**src/design/ucep_pkg.sv**
```systemverilog
// Shared types and constants for the control endpoint zero sequencer.
// Holds operation, handshake and stage codes and the queued and result word layouts.
// No dependencies.
package ucep_pkg;

    localparam int unsigned MpsW  = 7;
    localparam int unsigned LenW  = 16;
    localparam int unsigned CntW  = 10;
    localparam int unsigned AddrW = 7;
    localparam int unsigned DirBit = 7;

    localparam logic [7:0] ReqSetAddress = 8'd5;

    localparam logic CfgMaxPacketSize   = 1'b0;
    localparam logic CfgOutBufferLength = 1'b1;

    typedef enum logic [1:0] {
        OP_SETUP     = 2'd0,
        OP_IN_DONE   = 2'd1,
        OP_OUT_RX    = 2'd2,
        OP_BUS_RESET = 2'd3
    } t_op;

    typedef enum logic [1:0] {
        HS_NAK   = 2'd0,
        HS_VALID = 2'd1,
        HS_STALL = 2'd2
    } t_hs;

    typedef enum logic [2:0] {
        ST_IDLE            = 3'd0,
        ST_STALLED         = 3'd1,
        ST_IN_DATA         = 3'd2,
        ST_IN_LAST         = 3'd3,
        ST_WAIT_STATUS_IN  = 3'd4,
        ST_WAIT_STATUS_OUT = 3'd5,
        ST_OUT_DATA        = 3'd6,
        ST_OUT_LAST        = 3'd7
    } t_stage;

    typedef struct packed {
        t_op              op;
        logic             zero_len;
        logic             dir_in;
        logic             set_addr;
        logic [AddrW-1:0] addr_val;
        logic [LenW-1:0]  xfer_len;
        logic [CntW-1:0]  out_count;
    } t_item;

    typedef struct packed {
        t_hs              tx;
        t_hs              rx;
        logic [MpsW-1:0]  tx_cnt;
        logic [CntW-1:0]  acc;
        logic [AddrW-1:0] address;
        logic             done;
        t_stage           stage;
    } t_result;

endpackage

```
**src/design/ucep_front.sv**
```systemverilog
// Front end: accepts event words and classifies them for the queue.
// Precomputes the data stage length of a setup word. Uses ucep_pkg.
module ucep_front (
    input  logic                       i_valid,
    input  logic [1:0]                 i_operation,
    input  logic [7:0]                 i_request_type,
    input  logic [7:0]                 i_request_code,
    input  logic [15:0]                i_request_value,
    input  logic [15:0]                i_request_length,
    input  logic [15:0]                i_reply_length,
    input  logic [9:0]                 i_out_count,
    input  logic [ucep_pkg::LenW-1:0]  i_out_buffer_length,
    input  logic                       i_queue_full,
    output logic                       o_stall,
    output logic                       o_push,
    output ucep_pkg::t_item            o_item
);
    import ucep_pkg::*;

    logic [LenW-1:0] w_limit;

    assign o_stall = i_queue_full;
    assign o_push  = i_valid && !i_queue_full;

    always_comb begin
        w_limit = i_request_type[DirBit] ? i_reply_length : i_out_buffer_length;
        o_item.op        = t_op'(i_operation);
        o_item.zero_len  = (i_request_length == '0);
        o_item.dir_in    = i_request_type[DirBit];
        o_item.set_addr  = (i_request_type == '0) && (i_request_code == ReqSetAddress);
        o_item.addr_val  = i_request_value[AddrW-1:0];
        o_item.xfer_len  = (i_request_length < w_limit) ? i_request_length : w_limit;
        o_item.out_count = i_out_count;
    end

endmodule

```
**src/design/ucep_queue.sv**
```systemverilog
// Short word queue between front and back end, held in flip-flops.
// Uses ucep_pkg for the word layout.
module ucep_queue #(
    parameter int unsigned DEPTH = 2
) (
    input  logic            i_clk,
    input  logic            i_rst_n,
    input  logic            i_push,
    input  ucep_pkg::t_item i_item,
    input  logic            i_pop,
    output ucep_pkg::t_item o_item,
    output logic            o_full,
    output logic            o_empty
);
    import ucep_pkg::*;

    localparam int unsigned PtrW = (DEPTH > 1) ? $clog2(DEPTH) : 1;
    localparam int unsigned CntW = $clog2(DEPTH + 1);
    localparam logic [PtrW-1:0] LastPtr = PtrW'(DEPTH - 1);
    localparam logic [CntW-1:0] FullCnt = CntW'(DEPTH);

    t_item           r_mem [DEPTH];
    logic [PtrW-1:0] r_wr_ptr;
    logic [PtrW-1:0] r_rd_ptr;
    logic [CntW-1:0] r_count;
    logic [PtrW-1:0] n_wr_ptr;
    logic [PtrW-1:0] n_rd_ptr;
    logic [CntW-1:0] n_count;

    assign o_full  = (r_count == FullCnt);
    assign o_empty = (r_count == '0);
    assign o_item  = r_mem[r_rd_ptr];

    always_comb begin
        n_wr_ptr = r_wr_ptr;
        n_rd_ptr = r_rd_ptr;
        n_count  = r_count;
        if (i_push) begin
            n_wr_ptr = (r_wr_ptr == LastPtr) ? '0 : r_wr_ptr + 1'b1;
        end
        if (i_pop) begin
            n_rd_ptr = (r_rd_ptr == LastPtr) ? '0 : r_rd_ptr + 1'b1;
        end
        if (i_push && !i_pop) begin
            n_count = r_count + 1'b1;
        end else if (i_pop && !i_push) begin
            n_count = r_count - 1'b1;
        end
    end

    always_ff @(posedge i_clk) begin
        if (!i_rst_n) begin
            r_wr_ptr <= '0;
            r_rd_ptr <= '0;
            r_count  <= '0;
        end else begin
            r_wr_ptr <= n_wr_ptr;
            r_rd_ptr <= n_rd_ptr;
            r_count  <= n_count;
        end
    end

    always_ff @(posedge i_clk) begin
        if (i_push) begin
            r_mem[r_wr_ptr] <= i_item;
        end
    end

`ifndef ASSERT_OFF
    a_no_overflow: assert property (@(posedge i_clk) disable iff (!i_rst_n)
        i_push |-> !o_full) else $error("queue push while full");
    a_no_underflow: assert property (@(posedge i_clk) disable iff (!i_rst_n)
        i_pop |-> !o_empty) else $error("queue pop while empty");
    a_count_step: assert property (@(posedge i_clk) disable iff (!i_rst_n)
        (i_push && !i_pop) |=> (r_count == $past(r_count) + 1'b1))
        else $error("queue count did not advance on push");
`endif

endmodule

```
**src/design/ucep_back.sv**
```systemverilog
// Back end: control transfer state machine and registered result word.
// Pops classified words from ucep_queue. Uses ucep_pkg.
module ucep_back (
    input  logic                       i_clk,
    input  logic                       i_rst_n,
    input  logic [ucep_pkg::MpsW-1:0]  i_max_packet_size,
    input  ucep_pkg::t_item            i_item,
    input  logic                       i_empty,
    output logic                       o_pop,
    output logic                       o_valid,
    input  logic                       i_stall,
    output ucep_pkg::t_result          o_result
);
    import ucep_pkg::*;

    t_stage           r_stage;
    t_stage           n_stage;
    logic [LenW-1:0]  r_rem;
    logic [LenW-1:0]  n_rem;
    logic             r_set_addr;
    logic             n_set_addr;
    logic [AddrW-1:0] r_addr_val;
    logic [AddrW-1:0] n_addr_val;
    logic [AddrW-1:0] r_address;
    logic [AddrW-1:0] n_address;
    logic             r_out_valid;
    logic             n_out_valid;
    t_result          r_out;
    t_result          n_out;

    logic [LenW-1:0]  w_mps;
    logic [LenW-1:0]  w_pkt_src;
    logic [MpsW-1:0]  w_pkt_len;
    logic [LenW-1:0]  w_pkt_rest;
    t_stage           w_pkt_stage;
    logic [CntW-1:0]  w_out_acc;
    logic [LenW-1:0]  w_out_rest;

    assign o_pop    = !i_empty && (!r_out_valid || !i_stall);
    assign o_valid  = r_out_valid;
    assign o_result = r_out;

    always_comb begin
        w_mps       = {{(LenW-MpsW){1'b0}}, i_max_packet_size};
        w_pkt_src   = (i_item.op == OP_SETUP) ? i_item.xfer_len : r_rem;
        w_pkt_len   = (w_pkt_src < w_mps) ? w_pkt_src[MpsW-1:0] : i_max_packet_size;
        w_pkt_rest  = w_pkt_src - {{(LenW-MpsW){1'b0}}, w_pkt_len};
        w_pkt_stage = ((w_pkt_rest == '0) && (w_pkt_len != i_max_packet_size))
                      ? ST_IN_LAST : ST_IN_DATA;
        w_out_acc   = ({{(LenW-CntW){1'b0}}, i_item.out_count} < r_rem)
                      ? i_item.out_count : r_rem[CntW-1:0];
        w_out_rest  = r_rem - {{(LenW-CntW){1'b0}}, w_out_acc};

        n_stage    = r_stage;
        n_rem      = r_rem;
        n_set_addr = r_set_addr;
        n_addr_val = r_addr_val;
        n_address  = r_address;
        n_out      = r_out;
        n_out.tx     = HS_NAK;
        n_out.rx     = HS_NAK;
        n_out.tx_cnt = '0;
        n_out.acc    = '0;
        n_out.done   = 1'b0;

        if (o_pop) begin
            unique case (i_item.op)
                OP_SETUP: begin
                    n_set_addr = i_item.set_addr;
                    n_addr_val = i_item.addr_val;
                    priority if (i_item.zero_len) begin
                        n_out.tx = HS_VALID;
                        n_stage  = ST_WAIT_STATUS_IN;
                    end else if (i_item.dir_in) begin
                        n_rem        = w_pkt_rest;
                        n_stage      = w_pkt_stage;
                        n_out.tx_cnt = w_pkt_len;
                        n_out.tx     = HS_VALID;
                        if (w_pkt_stage == ST_IN_DATA) begin
                            n_out.rx = HS_STALL;
                        end
                    end else begin
                        n_rem    = i_item.xfer_len;
                        n_stage  = (i_item.xfer_len < w_mps) ? ST_OUT_LAST : ST_OUT_DATA;
                        n_out.rx = HS_VALID;
                    end
                end
                OP_IN_DONE: begin
                    priority if (r_stage == ST_WAIT_STATUS_IN) begin
                        if (r_set_addr) begin
                            n_address = r_addr_val;
                        end
                        n_out.tx   = HS_STALL;
                        n_out.rx   = HS_STALL;
                        n_out.done = 1'b1;
                        n_stage    = ST_IDLE;
                    end else if (r_stage == ST_IN_LAST) begin
                        n_stage  = ST_WAIT_STATUS_OUT;
                        n_out.rx = HS_VALID;
                    end else begin
                        n_rem        = w_pkt_rest;
                        n_stage      = w_pkt_stage;
                        n_out.tx_cnt = w_pkt_len;
                        n_out.tx     = HS_VALID;
                        if (w_pkt_stage == ST_IN_DATA) begin
                            n_out.rx = HS_STALL;
                        end
                    end
                end
                OP_OUT_RX: begin
                    priority if (r_stage == ST_WAIT_STATUS_OUT) begin
                        n_stage    = ST_IDLE;
                        n_out.rx   = HS_VALID;
                        n_out.done = 1'b1;
                    end else if (r_stage == ST_IN_DATA || r_stage == ST_IN_LAST) begin
                        n_stage  = ST_STALLED;
                        n_out.tx = HS_STALL;
                        n_out.rx = HS_STALL;
                    end else begin
                        n_out.acc = w_out_acc;
                        n_rem     = w_out_rest;
                        if (r_stage == ST_OUT_LAST) begin
                            n_stage  = ST_WAIT_STATUS_IN;
                            n_out.tx = HS_VALID;
                        end else begin
                            if (w_out_rest < w_mps) begin
                                n_stage = ST_OUT_LAST;
                            end
                            n_out.rx = HS_VALID;
                        end
                    end
                end
                OP_BUS_RESET: begin
                    n_stage   = ST_IDLE;
                    n_address = '0;
                end
            endcase
            n_out.stage   = n_stage;
            n_out.address = n_address;
        end

        if (o_pop) begin
            n_out_valid = 1'b1;
        end else if (i_stall) begin
            n_out_valid = r_out_valid;
        end else begin
            n_out_valid = 1'b0;
        end
    end

    always_ff @(posedge i_clk) begin
        if (!i_rst_n) begin
            r_stage     <= ST_IDLE;
            r_rem       <= '0;
            r_set_addr  <= 1'b0;
            r_addr_val  <= '0;
            r_address   <= '0;
            r_out_valid <= 1'b0;
        end else begin
            r_stage     <= n_stage;
            r_rem       <= n_rem;
            r_set_addr  <= n_set_addr;
            r_addr_val  <= n_addr_val;
            r_address   <= n_address;
            r_out_valid <= n_out_valid;
        end
    end

    always_ff @(posedge i_clk) begin
        if (o_pop) begin
            r_out <= n_out;
        end
    end

`ifndef ASSERT_OFF
    a_done_idle: assert property (@(posedge i_clk) disable iff (!i_rst_n)
        (r_out_valid && r_out.done) |-> (r_out.stage == ST_IDLE))
        else $error("status done without return to idle");
    a_count_tx: assert property (@(posedge i_clk) disable iff (!i_rst_n)
        (r_out_valid && r_out.tx_cnt != '0) |-> (r_out.tx == HS_VALID))
        else $error("tx byte count without valid tx");
    a_acc_hs: assert property (@(posedge i_clk) disable iff (!i_rst_n)
        (r_out_valid && r_out.acc != '0) |-> (r_out.rx == HS_VALID || r_out.tx == HS_VALID))
        else $error("accepted bytes without valid handshake");
`endif

endmodule

```
**src/design/usb_control_endpoint_sequencer_top.sv**
```systemverilog
// Control endpoint zero sequencer, top level: config registers, front end,
// word queue and back end. Uses ucep_pkg, ucep_front, ucep_queue, ucep_back.
// An accepted event word passes through the queue and then the result register before o_valid rises.
// Throughput: one event word per cycle while i_stall is low and the queue is not full.
// Reset: synchronous active-low; stage idle, address 0, queue and output empty,
// max_packet_size and out_buffer_length return to 64.
module usb_control_endpoint_sequencer_top #(
    parameter int unsigned QUEUE_DEPTH = 2
) (
    input  logic        i_clk,
    input  logic        i_rst_n,
    input  logic        i_cfg_we,
    input  logic        i_cfg_index,
    input  logic [15:0] i_cfg_data,
    input  logic        i_valid,
    output logic        o_stall,
    input  logic [1:0]  i_operation,
    input  logic [7:0]  i_request_type,
    input  logic [7:0]  i_request_code,
    input  logic [15:0] i_request_value,
    input  logic [15:0] i_request_length,
    input  logic [15:0] i_reply_length,
    input  logic [9:0]  i_out_count,
    output logic        o_valid,
    input  logic        i_stall,
    output logic [1:0]  o_tx_handshake,
    output logic [1:0]  o_rx_handshake,
    output logic [6:0]  o_tx_byte_count,
    output logic [9:0]  o_accepted_bytes,
    output logic [6:0]  o_device_address,
    output logic        o_request_done,
    output logic [2:0]  o_stage
);
    import ucep_pkg::*;

    logic [MpsW-1:0] r_max_packet_size;
    logic [LenW-1:0] r_out_buffer_length;

    logic    w_push;
    logic    w_pop;
    logic    w_full;
    logic    w_empty;
    t_item   w_front_item;
    t_item   w_back_item;
    t_result w_result;

    always_ff @(posedge i_clk) begin
        if (!i_rst_n) begin
            r_max_packet_size   <= MpsW'(64);
            r_out_buffer_length <= LenW'(64);
        end else if (i_cfg_we) begin
            unique case (i_cfg_index)
                CfgMaxPacketSize:   r_max_packet_size   <= i_cfg_data[MpsW-1:0];
                CfgOutBufferLength: r_out_buffer_length <= i_cfg_data[LenW-1:0];
            endcase
        end
    end

    ucep_front u_front (
        .i_valid             (i_valid),
        .i_operation         (i_operation),
        .i_request_type      (i_request_type),
        .i_request_code      (i_request_code),
        .i_request_value     (i_request_value),
        .i_request_length    (i_request_length),
        .i_reply_length      (i_reply_length),
        .i_out_count         (i_out_count),
        .i_out_buffer_length (r_out_buffer_length),
        .i_queue_full        (w_full),
        .o_stall             (o_stall),
        .o_push              (w_push),
        .o_item              (w_front_item)
    );

    ucep_queue #(
        .DEPTH (QUEUE_DEPTH)
    ) u_queue (
        .i_clk   (i_clk),
        .i_rst_n (i_rst_n),
        .i_push  (w_push),
        .i_item  (w_front_item),
        .i_pop   (w_pop),
        .o_item  (w_back_item),
        .o_full  (w_full),
        .o_empty (w_empty)
    );

    ucep_back u_back (
        .i_clk             (i_clk),
        .i_rst_n           (i_rst_n),
        .i_max_packet_size (r_max_packet_size),
        .i_item            (w_back_item),
        .i_empty           (w_empty),
        .o_pop             (w_pop),
        .o_valid           (o_valid),
        .i_stall           (i_stall),
        .o_result          (w_result)
    );

    assign o_tx_handshake   = w_result.tx;
    assign o_rx_handshake   = w_result.rx;
    assign o_tx_byte_count  = w_result.tx_cnt;
    assign o_accepted_bytes = w_result.acc;
    assign o_device_address = w_result.address;
    assign o_request_done   = w_result.done;
    assign o_stage          = w_result.stage;

endmodule

```
**config.mk**
```make
export PLATFORM = sky130hd
export DESIGN_NAME = usb_control_endpoint_sequencer_top
export DESIGN_NICKNAME = d
export VERILOG_FILES = /design/src/design/ucep_pkg.sv /design/src/design/ucep_front.sv /design/src/design/ucep_queue.sv /design/src/design/ucep_back.sv /design/src/design/usb_control_endpoint_sequencer_top.sv
export SDC_FILE = /design/constraint.sdc
export NUM_CORES = 1
export LEC_CHECK = 0
export ABC_AREA = 1
export BUFFER_PORTS_ARGS = -buffer_cell sky130_fd_sc_hd__buf_4
export CAP_MARGIN = 20
export CORE_ASPECT_RATIO = 1.1
export CORE_MARGIN = 4
export CORE_UTILIZATION = 53
export CTS_CLUSTER_DIAMETER = 40
export DETAILED_ROUTE_END_ITERATION = 6
export HOLD_SLACK_MARGIN = 0.02
export PLACE_DENSITY = 0.77
export SYNTH_ARGS = -nofsm -noshare
export SYNTH_HDL_FRONTEND = slang
export SYNTH_SLANG_ARGS = --single-unit
export TNS_END_PERCENT = 100
```
**constraint.sdc**
```tcl
create_clock -name i_clk -period 5.65 [get_ports i_clk]
set_clock_uncertainty 0.15 [all_clocks]
set_input_delay 0.2825 -clock i_clk [delete_from_list [all_inputs] [get_ports i_clk]]
set_output_delay 0.2825 -clock i_clk [all_outputs]
set_load 0.02 [all_outputs]
```
==> flow_metrics.py, run 1 <==
metrics = {
    "grt": {
        "antenna_found_initial": 0,
        "grt_pass1_wl_um": 44000,
        "grt_usage_pct": 25.4,
        "grt_max_degree": 54,
        "gr-total-overflow": 0,
        "grt_pass1_vias": 8848,
    },
    "clock_network": {
        "clk_pin_slew_ps": 80,
        "cts_made_buffers": 17,
        "cts_buffer_depth": 2,
        "clockRootBuffer": "clkbuf_16",
        "htree_num_levels": 4,
        "cts_tree": "done",
        "clk_latency_ps": 440,
        "cts_num_sinks": 171,
    },
    "yosys": {
        "yosysSeqAreaShare_pct": 44.5,
        "synth_edf_count": 108,
        "netlist_instances": 1225,
        "syn_avg_cell_area_um2": 8.26,
        "ys_warn_count": 0,
        "ys_async_sr_fraction_pct": 0,
        "syn-cell-area_um2": 10100,
        "syn_nets": 1385,
        "ys_seq_elements": 171,
        "yosysUniqueCellTypes": 54,
        "synth-main-ff-cell": "edfxtp_1",
    },
    "placement": {
        "pre_cts_slack_ps": 68.1,
        "portBuffers": 122,
        "dpl.hpwl_um": 19700,
        "routabilityCongestion": 0.919,
    },
    "sta": {
        "slew_viol_final": 0,
        "fin_ws_ps": 332,
        "period_share_pct": 94.1,
        "tns_ps": 0,
        "period_needed_ps": 5320,
        "setup_violations": 0,
        "tightest_slew_ps": 835,
        "holdWs_ps": 49.7,
        "final_hold_viol_count": 0,
        "relSlewSlack_pct": 43.9,
        "timing.fmax_ghz": 0.188,
    },
    "die": {
        "die_x_um": 140,
        "die-area_um2": 21400,
        "start_util_pct": 54.4,
        "io_pins": 132,
        "die_y_um": 153,
        "rows": 52,
        "coreArea_um2": 18600,
    },
    "power_and_ir_drop": {
        "ir_drop_mv": 0.351,
        "p_per_area_nw_per_um2": 677,
        "leakage_nw": 5.52,
    },
    "min_path": {
        "worstHoldEndpoint": "u_queue.r_mem[0][33]$_DFFE_PP_",
        "hold_class": "input port to flip-flop",
        "whs_path_depth": 4,
        "min_from": "i_request_code[6]",
    },
    "critical_path": {
        "cpMostUsedCell": "nand2_1",
        "r2r.worst_path.cells": 37,
        "crit_arrival_ps": 5560,
        "path_max_fanout": 24,
        "max_stage_delay_ps": 390,
        "ff2ff_setup_slack_ps": 330,
        "r2r_end": "u_back.r_stage[0]$_SDFFE_PN0P_",
        "crit_path_end_kind": "flip-flop",
        "cpMaxStageDelayCell": "dfxtp_4",
        "path_class": "flip-flop to flip-flop",
        "critPathRequiredTime_ps": 5890,
        "start_kind": "flip-flop",
    },
    "route": {
        "firstDrtPassIters": 6,
        "routed_wl_um": 27600,
        "ant_nets": 0,
        "drtIter0Drc": 747,
        "vias": 9202,
        "post_drt_wl_per_cell_um": 16.8,
        "avgViaCountPerCell": 5.59,
        "drc": 0,
    },
    "finish": {
        "fin_util_pct": 67.7,
        "area_growth_pct": 24.4,
        "antenna_cells": 0,
        "drive_above_1_share_pct": 18.8,
        "nNetsFinal": 1549,
    },
    "outcome": {
        "status": "finished, final reports clean",
    },
    "flow_run": {
        "max_cap_viol_count": 0,
    },
}
## per-stage QoR
stage / instance area [um2] / power [W] / std cells
after floorplan: 10200 / 0.00567 / 1225
after global placement: 11400 / 0.00686 / 1568
after detailed placement: 11400 / 0.00697 / 1569
after CTS: 12400 / 0.00823 / 1637
after global routing: 12600 / 0.00922 / 1645
final: 12600 / 0.00852 / 1645
## where the power goes
part	internal (W)	switching [W]	total, W
Clock	0.000607	0.000589	0.00120
Combinational	0.00192	0.00349	0.00541
Sequential	0.00175	0.000167	0.00191
## flip-flops by register name (all words and copies together), names as in the netlist, 2 cells and up, named ones only
name	cells
u_back.r_stage	3
u_back.o_result	32
u_back.r_addr_val	7
r_max_packet_size	7
u_back.r_rem	16
r_out_buffer_length	16
u_queue.r_count	2
u_back.r_address	7
u_queue.r_mem	76
## layer usage
layer / up-vias / global-route usage [%] / share of wire [%] / wire length, um
met4: 0 / 9.28 / 3.2 / 874
met2: 404 / 42.7 / 48 / 13300
met1: 4204 / 32.4 / 40 / 11200
li1: 4521 / - / - / -
met3: 73 / 5.47 / 8.4 / 2310
met5: - / 0 / 0 / 0
## worst max path at each step
stage / depth (start not counted) / to / slack [ps]
finish: 37 / u_back.r_stage[0]$_SDFFE_PN0P_ / 330
global route: 34 / u_back.o_result[29]$_DFFE_PP_ / -2
CTS: 32 / u_back.o_result[29]$_DFFE_PP_ / 50
detailed placement: 32 / u_back.o_result[29]$_DFFE_PP_ / 70
global placement: 33 / u_back.o_result[29]$_DFFE_PP_ / 190
floorplan: 39 / u_back.o_result[29]$_DFFE_PP_ / 5
## layout make-up
class / count / area, um2
flip-flops and latches: 171 / 4510
repair buffers: 190 / 1610
inverters: 124 / 465
clock buffers: 17 / 425
multi-input cells: 885 / 5080
well taps: 243 / 304
fillers: 1504 / 6020
clock inverters: 15 / 194
## critical path: cells and delay by family, from the launching register on
family / cells / cell delay [ps]
and+or+nand+nor: 18 / 1770
AOI/OAI and AO/OA: 8 / 1110
adders and majority gates: 4 / 1090
buffers and inverters: 6 / 580
DFF: 1 / 390
xor gates and xnor gates: 1 / 170
## kinds of logic after synthesis
logic type      share of synthesized area, %
compound gates                          15.4
xor+xnor                                1.47
fa+ha+maj                               7.81
buf+inv                                 6.75
flops                                   44.5
mux                                     1.88
simple gates                            22.2
## cell usage in the layout, fill, tap and decap left out, types with 7 or more instances in the layout
cell           instances
edfxtp_1             108
o21ai_2               15
buf_4                147
clkbuf_16             19
nand2_1              252
nor4_1                 9
inv_1                110
dlygate4sd3_1         36
xor2_1                 9
dfxtp_1               62
inv_2                 11
nand3_1               38
a211oi_1               7
mux2i_1               19
nand4_1               16
o21ai_1               13
nand2_2               10
a21oi_1               95
ha_1                  59
nor3_1                 8
a31oi_1               18
nor2_1               137
o211ai_1               9
or2_2                  8
o21ai_0               92
o22ai_1                9
nor2_2                 7
## repair_timing
| action | in CTS | in global routing |
|---|---|---|
| setup buffers | 0 | 5 |
| setup endpoints to repair | 0 | 9 |
| hold endpoints to repair | 59 | 0 |
| resized for setup | 0 | 33 |
| hold buffers | 36 | 0 |
## cells in the mapped netlist, types with 3 or more instances
library cell	instances	area share (%)
a211oi_1	7	0.52
a21oi_1	95	4.7
a31oi_1	18	1.1
buf_2	8	0.40
clkbuf_1	32	1.2
clkinv_1	3	0.11
dfxtp_1	63	12
edfxtp_1	108	32
ha_1	60	7.4
inv_1	112	4.2
inv_2	9	0.33
mux2i_1	19	1.9
nand2_1	252	9.3
nand2_2	10	0.62
nand3_1	39	1.9
nand4_1	16	0.99
nand4_4	5	1.1
nor2_1	142	5.3
nor2_2	4	0.25
nor3_1	9	0.45
nor4_1	9	0.56
o211ai_1	9	0.67
o21ai_0	108	5.3
o21ai_1	8	0.40
o21ai_2	5	0.43
o21bai_1	6	0.45
o22ai_1	9	0.56
or2_1	3	0.19
or2_2	8	0.49
xnor2_1	6	0.52
xor2_1	11	0.95
Power figures use the tool's default switching activity.
==> run 2: changes to the inputs <==
CORE_UTILIZATION = 59   (was 53)
PLACE_DENSITY = 0.81   (was 0.77)
clock period = 5.4 ns   (was 5.65 ns; I/O delays follow)
==> run 2 against run 1 <==
  * Die area down 9.6%
  * Cell count up 0.79%
  * Via count up 4.4%
  * Cell area up 1.7%
  * Critical path type unchanged
  * Critical endpoint is now u_back.o_result[29]$_DFFE_PP_
  * Largest power group unchanged
  * Highest routed layer unchanged
==> flow_metrics.py, run 2 (synthesis results as in run 1) <==
metrics = {
    "critical_path": {
        "crit_path_end_kind": "flip-flop",
        "path_class": "flip-flop to flip-flop",
        "max_stage_delay_ps": 410,
        "crit_end": "u_back.o_result[29]$_DFFE_PP_",
        "cpMaxStageDelayCell": "dfxtp_4",
        "ff2ff_setup_slack_ps": 110,
        "r2r.worst_path.cells": 33,
        "start_kind": "flip-flop",
        "path_max_fanout": 11,
        "r2r_end": "u_back.o_result[29]$_DFFE_PP_",
        "critPathRequiredTime_ps": 5430,
        "cpMostUsedCell": "nand3_1",
        "crit_arrival_ps": 5320,
    },
    "power_and_ir_drop": {
        "p_per_area_nw_per_um2": 735,
        "combPwrFrac_pct": 65.4,
        "leakage_nw": 5.63,
        "total_power_w": 0.00941,
        "share_seq_of_total_power_pct": 21.4,
        "p_clk_share_pct": 13.2,
        "p_switching_w": 0.00459,
        "ir_drop_mv": 0.397,
        "switching_share_pct": 48.8,
        "internal_power_w": 0.00482,
    },
    "sta": {
        "period_needed_ps": 5290,
        "slew_viol_final": 0,
        "setup_violations": 0,
        "final_hold_viol_count": 0,
        "fin_ws_ps": 111,
        "timing.fmax_ghz": 0.189,
        "rsz0062_at_grt": "true",
        "tightest_slew_ps": 958,
        "relSlewSlack_pct": 35.6,
        "period_share_pct": 97.9,
        "tns_ps": 0,
    },
    "die": {
        "die_x_um": 133,
        "io_pins": 132,
        "die_y_um": 145,
        "die-area_um2": 19300,
        "start_util_pct": 60.9,
        "rows": 49,
        "coreArea_um2": 16600,
    },
    "clock_network": {
        "clockRootBuffer": "clkbuf_16",
        "clk_latency_ps": 430,
        "clk_pin_slew_ps": 70,
        "htree_num_levels": 4,
        "cts_made_buffers": 17,
        "cts_tree": "done",
        "cts_num_sinks": 171,
        "cts_buffer_depth": 2,
    },
    "outcome": {
        "status": "finished, final reports clean",
    },
    "finish": {
        "largest_register_ffs": 76,
        "top_register": "u_queue.r_mem",
        "nNetsFinal": 1576,
        "nFillCells": 1119,
        "drive_above_1_share_pct": 21.2,
        "final_common_cell": "nand2_1",
        "fin_util_pct": 77.1,
        "area_growth_pct": 26.5,
        "antenna_cells": 0,
        "final_cell_mix": "nand2_1, buf_4, nor2_1",
        "final_cells": 1658,
    },
    "route": {
        "drtIter0Drc": 856,
        "routed_wl_um": 28900,
        "avgViaCountPerCell": 5.80,
        "ant_nets": 0,
        "drc": 0,
        "firstDrtPassIters": 6,
        "vias": 9609,
        "post_drt_wl_per_cell_um": 17.4,
    },
    "grt": {
        "grt_usage_pct": 28.5,
        "grtUsageMet2_pct": 47.3,
        "gr-total-overflow": 0,
        "grt_max_degree": 54,
        "busiest_layer": "met2",
        "antenna_found_initial": 0,
        "met1_usage_pct": 36.2,
        "grt_pass1_vias": 9102,
        "grt_pass1_wl_um": 44500,
        "met3_usage_pct": 5.46,
    },
    "placement": {
        "dpl.hpwl_um": 20000,
        "routabilityCongestion": 0.975,
        "dp_cells": 1578,
        "portBuffers": 122,
        "pre_cts_slack_ps": -20.5,
    },
    "min_path": {
        "min_from": "i_request_code[6]",
        "hold_class": "input port to flip-flop",
        "whs_path_depth": 4,
    },
    "flow_run": {
        "max_cap_viol_count": 0,
    },
}
## run 2: cell types whose count changed in the layout (fill, tap and decap cells not counted), sizes merged
cell	previous run	this run
buf	152	179
bufinv	0	2
clkbuf	19	20
clkinv	10	7
clkinvlp	0	1
dlygate4sd3	36	37
inv	129	127
## run 2: per-layer routing
layer | vias to the layer above | wire length, um
met5 | - | 0
met2 | 513 | 14100
met4 | 0 | 1200
met1 | 4412 | 11100
li1 | 4579 | -
met3 | 105 | 2470
## run 2: worst max-delay path: cells and delay by family, from the launching register on
kind | cells | cell delay (ps)
flops | 1 | 410
xor+xnor | 1 | 180
compound gates | 5 | 660
buf+inv | 4 | 410
fa+ha+maj | 3 | 760
simple gates | 20 | 2440
## run 2: cell type report
| type | count | area [um2] | area share, % |
|---|---|---|---|
| multi-input cells | 885 | 5160 | 40.3 |
| flip-flops and latches | 171 | 4510 | 35.2 |
| repair buffers | 217 | 1790 | 14.0 |
| inverters | 124 | 477 | 3.72 |
| clock buffers | 19 | 433 | 3.38 |
| well taps | 229 | 287 | 2.24 |
| clock inverters | 13 | 155 | 1.21 |
## run 2: power by group through the flow
stage | sequential [W] | combinational, W | clock (W)
floorplan | 0.00215 | 0.00381 | 0
global placement | 0.00201 | 0.00540 | 0
detailed placement | 0.00203 | 0.00553 | 0
CTS | 0.00200 | 0.00562 | 0.00125
global route | 0.00205 | 0.00677 | 0.00130
finish | 0.00202 | 0.00615 | 0.00124
## run 2: worst min path at each step
stage                                     end
2_1_floorplan   u_queue.r_mem[0][0]$_DFFE_PP_
3_3_place_gp                        flip-flop
3_5_place_dp                        flip-flop
4_1_cts        u_queue.r_mem[1][33]$_DFFE_PP_
5_1_grt        u_queue.r_mem[1][33]$_DFFE_PP_
6_report       u_queue.r_mem[0][33]$_DFFE_PP_
## run 2: metrics by stage
step                      cell area (um2)  hold WS [ps]
after CTS                           12500          35.0
after global placement              11500           274
final                               12800          62.3
after global routing                12800          61.6
after floorplan                     10200           219
after detailed placement            11500           303
## run 2: timing repair
item	4_1_cts	5_1_grt
setup endpoints to repair	7	11
pin swaps	0	13
resized for setup	3	48
buffers inserted	0	8
hold endpoints to repair	62	0
hold buffers	37	0
gates cloned	0	1
